File: src/sv/isf_pkg.sv
// image format sniffer package: format codes and magic-number constants
// no dependencies; imported by image_format_sniffer

package isf_pkg;

  // format codes, in priority order of the checks
  typedef enum logic [4:0] {
    FMT_UNKNOWN = 5'd0,
    FMT_WEBM    = 5'd1,
    FMT_TIFF    = 5'd2,
    FMT_DDS     = 5'd3,
    FMT_PSD     = 5'd4,
    FMT_JXR     = 5'd5,
    FMT_EXR     = 5'd6,
    FMT_PIC     = 5'd7,
    FMT_ICO     = 5'd8,
    FMT_CUR     = 5'd9,
    FMT_BMP     = 5'd10,
    FMT_JPG     = 5'd11,
    FMT_PNG     = 5'd12,
    FMT_XCF     = 5'd13,
    FMT_GIF     = 5'd14,
    FMT_WEBP    = 5'd15,
    FMT_AVIF    = 5'd16,
    FMT_HEIC    = 5'd17,
    FMT_HEIF    = 5'd18,
    FMT_TGA     = 5'd19,
    FMT_PCX     = 5'd20,
    FMT_HDR     = 5'd21,
    FMT_PGM     = 5'd22,
    FMT_PPM     = 5'd23
  } format_e;

  // header widths
  localparam int unsigned HeaderWidth = 64;
  localparam int unsigned LengthWidth = 5;

  // length thresholds
  localparam logic [LengthWidth-1:0] MinLength = 5'd16;
  localparam logic [LengthWidth-1:0] TgaLength = 5'd18;

  // four-byte magic words, first byte in bits 7:0
  localparam logic [31:0] MagicWebm    = 32'hA3DF_451A;
  localparam logic [31:0] MagicTiffLe  = 32'h002A_4949;
  localparam logic [31:0] MagicTiffBe  = 32'h2A00_4D4D;
  localparam logic [31:0] MagicDds     = 32'h2053_4444;
  localparam logic [31:0] MagicPsd     = 32'h5350_4238;
  localparam logic [31:0] MagicJxr     = 32'h4342_4949;
  localparam logic [31:0] MagicExr     = 32'h0131_2F76;
  localparam logic [31:0] MagicPic     = 32'h2042_4950;
  localparam logic [31:0] MagicIco     = 32'h0001_0000;
  localparam logic [31:0] MagicCur     = 32'h0002_0000;
  localparam logic [15:0] MagicBmp     = 16'h4D42;
  localparam logic [23:0] MagicJpg     = 24'hFF_D8FF;
  localparam logic [31:0] MagicPngLo   = 32'h474E_5089;
  localparam logic [31:0] MagicPngHi   = 32'h0A1A_0A0D;
  localparam logic [31:0] MagicXcfLo   = 32'h706D_6967;
  localparam logic [31:0] MagicXcfHi   = 32'h6663_7820;
  localparam logic [31:0] MagicGif     = 32'h3846_4947;
  localparam logic [15:0] MagicGif87   = 16'h6137;
  localparam logic [15:0] MagicGif89   = 16'h6139;
  localparam logic [31:0] MagicRiff    = 32'h4646_4952;
  localparam logic [31:0] MagicWebp    = 32'h5042_4557;
  localparam logic [31:0] MagicFtyp    = 32'h7079_7466;
  localparam logic [31:0] BrandAvif    = 32'h6669_7661;
  localparam logic [31:0] BrandAvis    = 32'h7369_7661;
  localparam logic [31:0] BrandHeic    = 32'h6369_6568;
  localparam logic [31:0] BrandHeix    = 32'h7869_6568;
  localparam logic [31:0] BrandHevc    = 32'h6376_6568;
  localparam logic [31:0] BrandHevx    = 32'h7876_6568;

  // radiance headers
  localparam logic [63:0] MagicRadLo   = 64'h4E41_4944_4152_3F23;
  localparam logic [15:0] MagicRadHi   = 16'h4543;
  localparam logic [47:0] MagicRgbe    = 48'h4542_4752_3F23;

  // single bytes
  localparam logic [7:0] BytePcx      = 8'h0A;
  localparam logic [7:0] PcxMaxVer    = 8'h05;
  localparam logic [7:0] ByteP        = 8'h50;
  localparam logic [7:0] ByteP2       = 8'h32;
  localparam logic [7:0] ByteP3       = 8'h33;
  localparam logic [7:0] ByteP5       = 8'h35;
  localparam logic [7:0] ByteP6       = 8'h36;
  localparam logic [7:0] TgaMaxCmap   = 8'h01;

endpackage

File: src/sv/image_format_sniffer.sv
// image format sniffer top level: magic-number classifier of a file header
// depends on isf_pkg for format codes and magic constants
//
// usage:
//   an item is the first 16 bytes of a file (header_low_i holds bytes 0..7,
//   header_high_i bytes 8..15, byte 0 in bits 7:0) plus file_length_i,
//   saturated at 18 by the sender. the item is taken at a clock edge where
//   start is high and busy is low; busy is always low, so one item can be
//   taken in every cycle.
//   each item gives one result: format_code_o is shown for one cycle with
//   valid_o high, starting at the edge after the one that took the item.
//   the path holds two registers (input register, then result register), throughput one
//   item per cycle; the classify logic between the two registers is a set of
//   parallel constant compares and a priority select.
//   reset clears both valid flags, so nothing is shown until a new item comes.
//   the receiver cannot stall: results are shown once and not held.
//   a file shorter than 16 bytes, or one that matches nothing, gives unknown.

module image_format_sniffer import isf_pkg::*; (
  input  logic                   clk_i,
  input  logic                   rst_ni,
  input  logic                   start,
  output logic                   busy,
  input  logic [HeaderWidth-1:0] header_low_i,
  input  logic [HeaderWidth-1:0] header_high_i,
  input  logic [LengthWidth-1:0] file_length_i,
  output logic                   valid_o,
  output logic [4:0]             format_code_o
);

  logic                   in_valid_q;
  logic [HeaderWidth-1:0] lo_q;
  logic [HeaderWidth-1:0] hi_q;
  logic [LengthWidth-1:0] len_q;
  logic                   out_valid_q;
  format_e                code_d;
  format_e                code_q;

  logic [31:0] w0, w1, w2;
  logic [7:0]  b0, b1, b2;
  logic        tga_type_ok;

  // never back-pressured
  assign busy = 1'b0;

  // input register
  always_ff @(posedge clk_i or negedge rst_ni) begin
    if (!rst_ni) begin
      in_valid_q <= 1'b0;
    end else begin
      in_valid_q <= start;
    end
  end

  always_ff @(posedge clk_i) begin
    if (start) begin
      lo_q  <= header_low_i;
      hi_q  <= header_high_i;
      len_q <= file_length_i;
    end
  end

  // header words and bytes
  assign w0 = lo_q[31:0];
  assign w1 = lo_q[63:32];
  assign w2 = hi_q[31:0];
  assign b0 = lo_q[7:0];
  assign b1 = lo_q[15:8];
  assign b2 = lo_q[23:16];

  // tga image type set
  always_comb begin
    tga_type_ok = b2 inside {8'd1, 8'd2, 8'd3, 8'd9, 8'd10, 8'd11};
  end

  // priority-ordered magic matching
  always_comb begin
    code_d = FMT_UNKNOWN;
    if (len_q < MinLength) begin
      code_d = FMT_UNKNOWN;
    end else if (w0 == MagicWebm) begin
      code_d = FMT_WEBM;
    end else if (w0 == MagicTiffLe || w0 == MagicTiffBe) begin
      code_d = FMT_TIFF;
    end else if (w0 == MagicDds) begin
      code_d = FMT_DDS;
    end else if (w0 == MagicPsd) begin
      code_d = FMT_PSD;
    end else if (w0 == MagicJxr) begin
      code_d = FMT_JXR;
    end else if (w0 == MagicExr) begin
      code_d = FMT_EXR;
    end else if (w0 == MagicPic) begin
      code_d = FMT_PIC;
    end else if (w0 == MagicIco) begin
      code_d = FMT_ICO;
    end else if (w0 == MagicCur) begin
      code_d = FMT_CUR;
    end else if (w0[15:0] == MagicBmp) begin
      code_d = FMT_BMP;
    end else if (w0[23:0] == MagicJpg) begin
      code_d = FMT_JPG;
    end else if (w0 == MagicPngLo && w1 == MagicPngHi) begin
      code_d = FMT_PNG;
    end else if (w0 == MagicXcfLo && w1 == MagicXcfHi) begin
      code_d = FMT_XCF;
    end else if (w0 == MagicGif && (w1[15:0] == MagicGif87 || w1[15:0] == MagicGif89)) begin
      code_d = FMT_GIF;
    end else if (w0 == MagicRiff && w2 == MagicWebp) begin
      code_d = FMT_WEBP;
    end else if (w1 == MagicFtyp && (w2 == BrandAvif || w2 == BrandAvis)) begin
      code_d = FMT_AVIF;
    end else if (w1 == MagicFtyp && (w2 == BrandHeic || w2 == BrandHeix)) begin
      code_d = FMT_HEIC;
    end else if (w1 == MagicFtyp && (w2 == BrandHevc || w2 == BrandHevx)) begin
      code_d = FMT_HEIF;
    end else if (len_q >= TgaLength && tga_type_ok && b1 <= TgaMaxCmap) begin
      code_d = FMT_TGA;
    end else if (b0 == BytePcx && b1 <= PcxMaxVer) begin
      code_d = FMT_PCX;
    end else if ((lo_q == MagicRadLo && hi_q[15:0] == MagicRadHi) ||
                 lo_q[47:0] == MagicRgbe) begin
      code_d = FMT_HDR;
    end else if (b0 == ByteP && (b1 == ByteP2 || b1 == ByteP5)) begin
      code_d = FMT_PGM;
    end else if (b0 == ByteP && (b1 == ByteP3 || b1 == ByteP6)) begin
      code_d = FMT_PPM;
    end
  end

  // result register
  always_ff @(posedge clk_i or negedge rst_ni) begin
    if (!rst_ni) begin
      out_valid_q <= 1'b0;
    end else begin
      out_valid_q <= in_valid_q;
    end
  end

  always_ff @(posedge clk_i) begin
    if (in_valid_q) begin
      code_q <= code_d;
    end
  end

  assign valid_o       = out_valid_q;
  assign format_code_o = code_q;

endmodule
File: config.mk
export PLATFORM = sky130hd
export DESIGN_NAME = image_format_sniffer
export DESIGN_NICKNAME = d
export VERILOG_FILES = /design/src/sv/isf_pkg.sv /design/src/sv/image_format_sniffer.sv
export SDC_FILE = /design/constraint.sdc
export NUM_CORES = 1
export LEC_CHECK = 0
export ABC_AREA = 1
export BUFFER_PORTS_ARGS = -buffer_cell sky130_fd_sc_hd__buf_2
export CORE_ASPECT_RATIO = 2
export CORE_MARGIN = 2
export CORE_UTILIZATION = 50
export CTS_BUF_LIST = sky130_fd_sc_hd__clkbuf_4 sky130_fd_sc_hd__clkbuf_8
export CTS_CLUSTER_DIAMETER = 100
export CTS_CLUSTER_SIZE = 12
export DETAILED_ROUTE_END_ITERATION = 12
export HOLD_SLACK_MARGIN = 0.06
export MAX_ROUTING_LAYER = met4
export PLACE_DENSITY = 0.77
export SLEW_MARGIN = 20
export SYNTH_ARGS = -nofsm -noshare
export SYNTH_HDL_FRONTEND = slang
export SYNTH_SLANG_ARGS = --single-unit
File: constraint.sdc
create_clock -name clk_i -period 3.5 [get_ports clk_i]
set_input_delay 0.875 -clock clk_i [delete_from_list [all_inputs] [get_ports clk_i]]
set_output_delay 0.875 -clock clk_i [all_outputs]
set_load 0.02 [all_outputs]
* After elaboration in Yosys (flattened, before gate mapping)
Index checks and enable logic that the tools add are counted.
** Storage, ports and cells
- Register bits :: 108
- Word-level logic and storage cells :: 106
- Bits of input ports :: 136
** Cells by class
- Magnitude comparators :: 4
- Multiplexer cells :: 23
- Reductions and logical operators :: 26
- Equality and inequality tests :: 43
** Operators by type and width (count)
- $eq A32 B31 Y1 const B :: 14
- $eq A32 B30 Y1 const B :: 4
- $eq A16 B15 Y1 const B :: 4
- $eq A64 B63 Y1 const B :: 1
- $eq A48 B47 Y1 const B :: 1
- $mux W5 :: 8
- $eq A32 B17 Y1 const B :: 1
- $eq A32 B18 Y1 const B :: 1
- $eq A32 B22 Y1 const B :: 1
- $eq A32 B25 Y1 const B :: 1
- $eq A32 B28 Y1 const B :: 1
- $eq A32 B32 Y1 const B :: 1
- $eq A8 B4 Y1 const B :: 4
- $eq A8 B6 Y1 const B :: 4
- $mux W4 :: 8
- $eq A24 B24 Y1 const B :: 1
- $eq A8 B2 Y1 const B :: 2
- $reduce_or A16 Y1 :: 1
- $logic_and A1 B1 Y1 :: 13
- $mux W3 :: 4
- $eq A8 B1 Y1 const B :: 1
- $eq A8 B7 Y1 const B :: 1
- $le A8 B1 Y1 const B :: 1
- $le A8 B3 Y1 const B :: 1
- 9 further kinds :: 17

* Logic depth before layout (Yosys ltp)
Gate-level depths: netlist of run 1.
- Depth in word-level cells :: 26
- Gate-level depth with buffers :: 24
- Depth with buffers taken out :: 24

* Worst setup path after synthesis of run 1
Ideal clock, no wire load.
- Kind :: flip-flop to flip-flop
- From :: reg lo_q[41]
- To :: reg code_q[0] (netlist: format_code_o[0]), data pin
- Setup slack :: 1.463 ns
- Arrival :: 1.782 ns
- Setup time :: 0.255 ns
- Required time :: 3.245 ns
- Cell stages (with the launch flop) :: 19
- Cell sequence :: edfxtp_1 -> nor4_1 -> nand3b_1 -> nor2_1 -> nand4_1 -> nand2_1 -> nand2_1 -> nand2_1 -> nand4_1 -> nand2_1 -> nand2_1 -> nand2_1 -> nand2_1 -> nand2_1 -> nand2_1 -> nand2_1 -> nand2_1 -> nand2_1 -> a21oi_2
** On the way
- Word-level cells in the longest chain between the ends :: 24
- Elaborated cells on any way between the ends :: 37
- Classes of those cells :: eq/ne (7); mux (21); reduce/logical (9)
** RTL lines
- start, declared :: RTL line image_format_sniffer.sv:32 : logic [HeaderWidth-1:0] lo_q;
- start signal, assigned :: RTL line image_format_sniffer.sv:57 : lo_q <= header_low_i;
- $eq A64 B63 Y1 :: RTL line image_format_sniffer.sv:121 : end else if ((lo_q == MagicRadLo && hi_q[15:0] == MagicRadHi) ||
- $logic_and A1 B1 Y1 :: RTL line image_format_sniffer.sv:121
- $logic_or A1 B1 Y1 :: RTL line image_format_sniffer.sv:121
- $mux W5 :: RTL line image_format_sniffer.sv:121
- $mux W5 :: RTL line image_format_sniffer.sv:119 : end else if (b0 == BytePcx && b1 <= PcxMaxVer) begin
- $mux W5 :: RTL line image_format_sniffer.sv:117 : end else if (len_q >= TgaLength && tga_type_ok && b1 <= TgaMaxCmap) begin
- $mux W5 :: RTL line image_format_sniffer.sv:115 : end else if (w1 == MagicFtyp && (w2 == BrandHevc || w2 == BrandHevx)) begin
- $mux W5 :: RTL line image_format_sniffer.sv:113 : end else if (w1 == MagicFtyp && (w2 == BrandHeic || w2 == BrandHeix)) begin
- [8 not listed]
- $mux W4 * :: RTL line image_format_sniffer.sv:95 : end else if (w0 == MagicIco) begin
- $mux W3 * :: RTL line image_format_sniffer.sv:93 : end else if (w0 == MagicPic) begin
- $mux W3 * :: RTL line image_format_sniffer.sv:91 : end else if (w0 == MagicExr) begin
- $mux W3 * :: RTL line image_format_sniffer.sv:89 : end else if (w0 == MagicJxr) begin
- $mux W3 * :: RTL line image_format_sniffer.sv:87 : end else if (w0 == MagicPsd) begin
- $mux W2 * :: RTL line image_format_sniffer.sv:85 : end else if (w0 == MagicDds) begin
- $mux W2 * :: RTL line image_format_sniffer.sv:83 : end else if (w0 == MagicTiffLe || w0 == MagicTiffBe) begin
- $mux W1 * :: RTL line image_format_sniffer.sv:81 : end else if (w0 == MagicWebm) begin
- end signal, assigned :: RTL line image_format_sniffer.sv:142 : code_q <= code_d;
- end, declared :: RTL line image_format_sniffer.sv:37 : format_e code_q;
Mark *: on every way between the ends. The rest lies on a longest branch, timed or not.
A chain may end at the register's enable or synchronous reset.

* Final worst setup path of run 1
Ends and elaborated chain as after synthesis.

==> impl_metrics.toml, run 1 <==
[run_status]
status = "finished clean"

[sta]
setup_ws_ns = 0.8387
timing.fmax_ghz = 0.3758
rsz0062_at_grt = "no"
fin_skew_ns = 0.01463
slew_violations = 0
fin_crit_ns = 2.661
tns_ns = 0
fin_crit_sh_pct = 76.04
slew_headroom_pct = 50.55
tightest_slew_ns = 0.7418
hold_viol = 0
finalSetupViolCount = 0

[yosys]
synth_nets = 672
syn_inst = 536
synth_top_area_share_pct = 61.02
ys_types = 37
seq_area_frac_synth_pct = 61.99
avgSynthCellArea_sq_um = 9.641
netlist_area_sq_um = 5167
yosysWarnings = 0
synth_edf_count = 105
synth_top_area_cell = "edfxtp_1"
synth.most_common_cell = "edfxtp_1"
yosys_register_bits = 107
synth_common_cells = "edfxtp_1, nor2_1, nand2_1"
synthTopCellsByArea = "edfxtp_1, nor2_1, nand2_1"
async_reset_ff_share_pct = 1.869
synth_ff_type = "edfxtp_1"

[detailed_routing]
wire_per_inst_um = 18.50
wl_met2_mm = 8.714
drt_pre_antenna_iters = 5
wl_mm = 14.74
ant_nets = 0
initialDrtViolationCount = 249
route.detailed.drc = 0
drt-met1-wl_mm = 4.562
top_layer_used = "met4"
via_per_inst = 5.360
via_count = 4272
met3_length_um = 533

[setup_path]
cp_num_buf_inv = 0
crit_type = "reg -> reg"
cpLargestDelayFamily = "simple AND/OR/NAND/NOR gates"
slowest_delay_ns = 0.43
ff2ff_path_depth = 18
path_cells = "nor4_1 > nand3b_1 > nor2_1 > nand4_1 > nand2_1 > nand2_1 > nand2_1 > nand4_1 > nand2_1 > nand2_1 > nand2_1 > nand2_1 > nand2_1 > nand2_1 > nand2_1 > nand2_1 > nand2_1 > a21oi_2"
r2r_slack_ns = 0.84
r2r_start = "lo_q[41]"
cp_slowest_cell = "edfxtp_1"
worstReg2RegEnd = "format_code_o[0]"
required_ns = 3.64
endpoint_kind = "flip-flop"
cp_common_cell = "nand2_1"
cp.arrival_ns = 2.80
cp-start-kind = "flip-flop"
cp_max_fo = 3

[pwr]
power_density_nw_per_um2 = 424.1
ir_worst_vdd_mv = 0.3995
p_total_uw = 2588
p_leak_uw = 0.002485

[finish]
fin_nets = 793
drive_gt1_share_pct = 23.11
n_antenna_cell = 0
area_delta_synth_final_pct = 18.09
utilization_pct = 60.51
fin_cells = 797

[clock_network]
h-tree-depth = 3
clkLatencyLatePin_ns = 0.38
clockBufferDepth = 2
cts.sinks = 107
cts_tree = "done"
root_buffer = "clkbuf_8"
path_clk_slew_ns = 0.11
holdBufCountCts = 0
cts_buffers = 9
postCtsSetupBuffers = 0
post_cts_resized = 0

[grt]
gr-total-overflow = 0
grt_pass1_wl_mm = 21.77
antenna_found_initial = 0
grt_max_degree = 60
grt_pass1_vias = 4334
grt_use_total_pct = 28.58

[floorplanning]
die_x_um = 75.89
die_y_um = 147.8
coreArea_sq_um = 10080
rows = 52
dieArea_sq_um = 11210
ioPinCount = 143
start_util_pct = 51.24

[placed_design]
dp.cells = 781
gp_congestion = 0.9575
dp_slack_ns = 0.8288
io_buffers = 108
dp_hpwl_mm = 12.24

[job]
max-cap-violations = 0

[min_path]
hp-class = "in -> async"
==> registers in the layout, summed over array words and instances (netlist names) <==
name           count
format_code_o      5
valid_o            1
hi_q              32
lo_q              64
in_valid_q         1
len_q              4
==> power breakdown <==
group | switching, uW | internal (uW) | total [uW]
combinational | 170 | 92.4 | 262
clock | 454 | 277 | 731
sequential | 75.9 | 1520 | 1600
==> stage by stage <==
| stage | hold WS, ns | cell area (sq um) |
|---|---|---|
| after floorplan | 0.4706 | 5167 |
| after global placement | 0.5402 | 5907 |
| after detailed placement | 0.5487 | 5907 |
| after CTS | 0.2548 | 6102 |
| after global routing | 0.2541 | 6102 |
| final | 0.2614 | 6102 |
==> layer usage <==
layer,up-vias,global-route usage [%]
li1,2083,-
met1,1973,25.38
met2,166,52.89
met3,50,3.885
met4,0,16.93
met5,-,-
==> worst reg2reg max path, cell delays in order, from the launching register on <==
cell	delay, ns
edfxtp_1	0.43
nor4_1	0.40
nand3b_1	0.12
nor2_1	0.28
nand4_1	0.27
nand2_1	0.15
nand2_1	0.06
nand2_1	0.08
nand4_1	0.09
nand2_1	0.10
nand2_1	0.05
nand2_1	0.05
nand2_1	0.04
nand2_1	0.05
nand2_1	0.05
nand2_1	0.06
nand2_1	0.05
nand2_1	0.06
a21oi_2	0.05
==> cell type report <==
type / count / area (sq um)
clock buffers: 9 / 123.9
multi-input cells: 348 / 1657
repair buffers: 111 / 578.1
clock inverters: 7 / 71.32
inverters: 80 / 300.3
flip-flops and latches: 107 / 3203
well taps: 135 / 168.9
fillers: 859 / 3983
==> cells in the final DEF, fill, tap and decap left out, types with 2 or more instances in the layout <==
cell,Yosys,final
a21oi_1,2,2
a31oi_1,2,2
buf_2,0,107
buf_4,1,3
clkbuf_8,0,9
clkinv_8,0,2
dfrtp_1,2,2
edfxtp_1,105,105
inv_1,74,74
inv_2,6,6
inv_6,0,3
nand2_1,93,93
nand2_2,2,2
nand3_1,38,38
nand3b_1,3,3
nand4_1,28,28
nor2_1,99,99
nor2_2,12,12
nor2_4,2,2
nor3_1,23,23
nor4_1,17,17
nor4b_1,2,2
o21ai_0,5,5
or2_1,3,3
==> kinds of logic after synthesis <==
| group | after synthesis | share of synthesized area, % |
|---|---|---|
| buffers and inverters | 81 | 5.957 |
| other | 1 | 0.07257 |
| and+or+nand+nor | 332 | 30.15 |
| AOI/OAI and AO/OA | 15 | 1.840 |
| DFF | 107 | 61.99 |
==> worst max-delay path by stage <==
stage	slack (ns)	depth (start not counted)	start	endpoint
6_report	0.84	18	lo_q[41]	format_code_o[0]
5_1_grt	0.52	19	lo_q[23]	format_code_o[0]
4_1_cts	0.81	20	lo_q[47]	format_code_o[0]
3_5_place_dp	0.83	20	lo_q[47]	format_code_o[0]
3_3_place_gp	0.84	20	lo_q[47]	format_code_o[0]
2_1_floorplan	1.46	18	lo_q[41]	format_code_o[0]
Note: power is estimated with default switching activity, not from simulation.
==> run 2: changes to the inputs <==
--- a/config.mk
+++ b/config.mk
@@ -5,18 +5,18 @@
 export SDC_FILE = /design/constraint.sdc
 export NUM_CORES = 1
 export LEC_CHECK = 0
-export ABC_AREA = 1
+export ABC_AREA = 0
 export BUFFER_PORTS_ARGS = -buffer_cell sky130_fd_sc_hd__buf_2
 export CORE_ASPECT_RATIO = 2
 export CORE_MARGIN = 2
-export CORE_UTILIZATION = 50
+export CORE_UTILIZATION = 49
 export CTS_BUF_LIST = sky130_fd_sc_hd__clkbuf_4 sky130_fd_sc_hd__clkbuf_8
 export CTS_CLUSTER_DIAMETER = 100
 export CTS_CLUSTER_SIZE = 12
 export DETAILED_ROUTE_END_ITERATION = 12
 export HOLD_SLACK_MARGIN = 0.06
 export MAX_ROUTING_LAYER = met4
-export PLACE_DENSITY = 0.77
+export PLACE_DENSITY = 0.79
 export SLEW_MARGIN = 20
 export SYNTH_ARGS = -nofsm -noshare
 export SYNTH_HDL_FRONTEND = slang
==> constraint.sdc (replaced) <==
create_clock -name clk_i -period 2.4 [get_ports clk_i]
set_input_delay 0.6 -clock clk_i [delete_from_list [all_inputs] [get_ports clk_i]]
set_output_delay 0.6 -clock clk_i [all_outputs]
set_load 0.02 [all_outputs]
==> run 2 against run 1 <==
  * First-iteration DRC count did not move
  * The run now ends with negative setup slack left
  * Non-clock buffer count grew 100
  * Clock power grew 53%
  * Clock skew rose by 0.0086 ns
  * Synthesized cell count is 32% lower
  * Setup slack lost 1.0 ns
  * Critical path depth decreased by 11
  * Die area fell by 2.6%
  * Largest cell class unchanged
  * Critical path type unchanged
  * Routed wire length rose by 4.2%
==> impl_metrics.toml, run 2 <==
[yosys]
synth_common_cells = "edfxtp_1, nor2_1, nand2_1"
netlist_area_sq_um = 4928
seq_area_frac_synth_pct = 64.99
synth_nets = 502
synth.most_common_cell = "edfxtp_1"
yosysWarnings = 0
async_reset_ff_share_pct = 1.869
syn_inst = 366
yosys_register_bits = 107
synth_ff_type = "edfxtp_1"
avgSynthCellArea_sq_um = 13.47
synthTopCellsByArea = "edfxtp_1, nor4bb_1, nor4b_1"
ys_types = 51
synth_edf_count = 105
synth_top_area_share_pct = 63.98
synth_top_area_cell = "edfxtp_1"

[finish]
final_common_cell = "buf_2"
seqCellArea_sq_um = 3203
area_delta_synth_final_pct = 36.68
final_cell_mix = "buf_2, edfxtp_1, buf_4"
fillers = 724
n_antenna_cell = 0
largest_reg_flops = 64
multiInputGateArea_sq_um = 1819
fin_cells = 717
fin_nets = 716
utilization_pct = 69.00
drive_gt1_share_pct = 44.27
regMostFlops = "lo_q"

[floorplanning]
die_x_um = 74.92
rows = 51
ioPinCount = 143
coreArea_sq_um = 9763
start_util_pct = 50.48
die_y_um = 145.8
dieArea_sq_um = 10920

[min_path]
holdPathStages = 1
holdPathEnd = "lo_q[18]"
hp-class = "in -> reg"
min-delay-start = "header_low_i[18]"

[detailed_routing]
wire_per_inst_um = 21.43
initialDrtViolationCount = 249
via_per_inst = 5.791
wl_mm = 15.37
drt_pre_antenna_iters = 4
via_count = 4152
ant_nets = 0
route.detailed.drc = 0

[sta]
finalSetupViolCount = 5
slew_headroom_pct = 63.65
timing.fmax_ghz = 0.3839
whs_ns = 0.3816
hold_viol = 0
rsz0062_at_grt = "yes"
fin_crit_ns = 2.605
tightest_slew_ns = 0.5403
slew_violations = 0
setup_ws_ns = -0.2050
fin_skew_ns = 0.02324
fin_crit_sh_pct = 108.5

[setup_path]
cp.arrival_ns = 2.78
cp_max_fo = 4
r2r_slack_ns = -0.21
worstReg2RegEnd = "format_code_o[0]"
r2r_start = "lo_q[13]"
required_ns = 2.57
ff2ff_path_depth = 7
endpoint_kind = "flip-flop"
cp-start-kind = "flip-flop"
crit_type = "reg -> reg"

[clock_network]
root_buffer = "clkbuf_8"
path_clk_slew_ns = 0.12
cts.sinks = 107
clockBufferDepth = 2
h-tree-depth = 3
clkLatencyLatePin_ns = 0.38
cts_tree = "done"
cts_buffers = 9

[placed_design]
dp_hpwl_mm = 12.45
dp.cells = 694
gp_congestion = 1.001
io_buffers = 108

[pwr]
p_leak_uw = 0.002572
ir_worst_vdd_mv = 0.6786
power_density_nw_per_um2 = 585.5

[grt]
antenna_found_initial = 0
grt_max_degree = 102
grt_pass1_wl_mm = 22.78
gr-total-overflow = 0
grt_use_total_pct = 29.91
grt_pass1_vias = 4469

[job]
max-cap-violations = 0

[run_status]
status = "complete, but fails checks"
violations = "negative setup slack"
run 2: cell count changes in the layout (fill, tap and decap cells not counted), moves of 29 or more:
cell     delta
nor2_1     -75
buf_4      +98
nand2_1    -73
nand3_1    -29
inv_1      -73
run 2: power breakdown:
part,switching (uW),total (uW),internal [uW]
Clock,693,1120,425
Combinational,257,520,263
Sequential,91.9,2310,2210
run 2: worst max-delay path: stages (launching register included):
cell and delay, ns:
edfxtp_1 0.40, or4b_4 0.56, buf_6 0.14, or2_1 0.23, or4_4 0.54, a21oi_2 0.17
nor3_2 0.07, a2111oi_2 0.29
run 2: stage by stage:
step	worst slack [ns]	TNS (ns)	area [sq um]	total power (uW)
global placement	-0.3484	-0.9062	6337	2820
floorplan	-0.2138	-0.6846	4930	2473
CTS	-0.1974	-0.6479	6653	3945
detailed placement	-0.2635	-0.9084	6337	2838
finish	-0.2050	-0.7714	6736	3944
global route	-0.2679	-1.122	6736	4081
run 2: worst max path at each step:
stage                         from          endpoint  slack (ns)
final                     lo_q[13]  format_code_o[0]       -0.21
after global routing      lo_q[13]  format_code_o[0]       -0.27
after CTS                 lo_q[13]  format_code_o[0]       -0.20
after detailed placement  lo_q[28]  format_code_o[0]       -0.26
after global placement    lo_q[28]  format_code_o[0]       -0.35
after floorplan           lo_q[13]  format_code_o[0]       -0.21
run 2: timing repair:
item | 4_1_cts | 5_1_grt
setup endpoints to repair | 5 | 5
buffers inserted | 5 | 1
hold endpoints to repair | 2 | 0
pin swaps | 11 | 4
resized for setup | 12 | 17
hold buffers | 1 | 0
run 2: cells by family (layout without fill, tap and decap cells):
family                    after synthesis  count (layout)  share of synthesized area (%)
and+or+nand+nor                       225             225                          30.59
DFF                                   107             107                          64.99
AOI/OAI and AO/OA                      22              22                          3.224
buffers and inverters                   9             228                         0.7617
xor gates and xnor gates                2               2                         0.3555
other                                   1               1                        0.07609
run 2: final cells by class:
| type | instances | area share, % |
|---|---|---|
| well taps | 132 | 2.452 |
| inverters | 1 | 0.05572 |
| clock inverters | 7 | 1.282 |
| repair buffers | 211 | 19.82 |
| flip-flops and latches | 107 | 47.55 |
| clock buffers | 9 | 1.839 |
| multi-input cells | 250 | 27.01 |
run 2: routing by layer:
layer  wire, um  track usage [%]
met5          0                -
met4       1292            19.55
met3        669            4.432
met2       8461            51.84
met1       4942            29.16
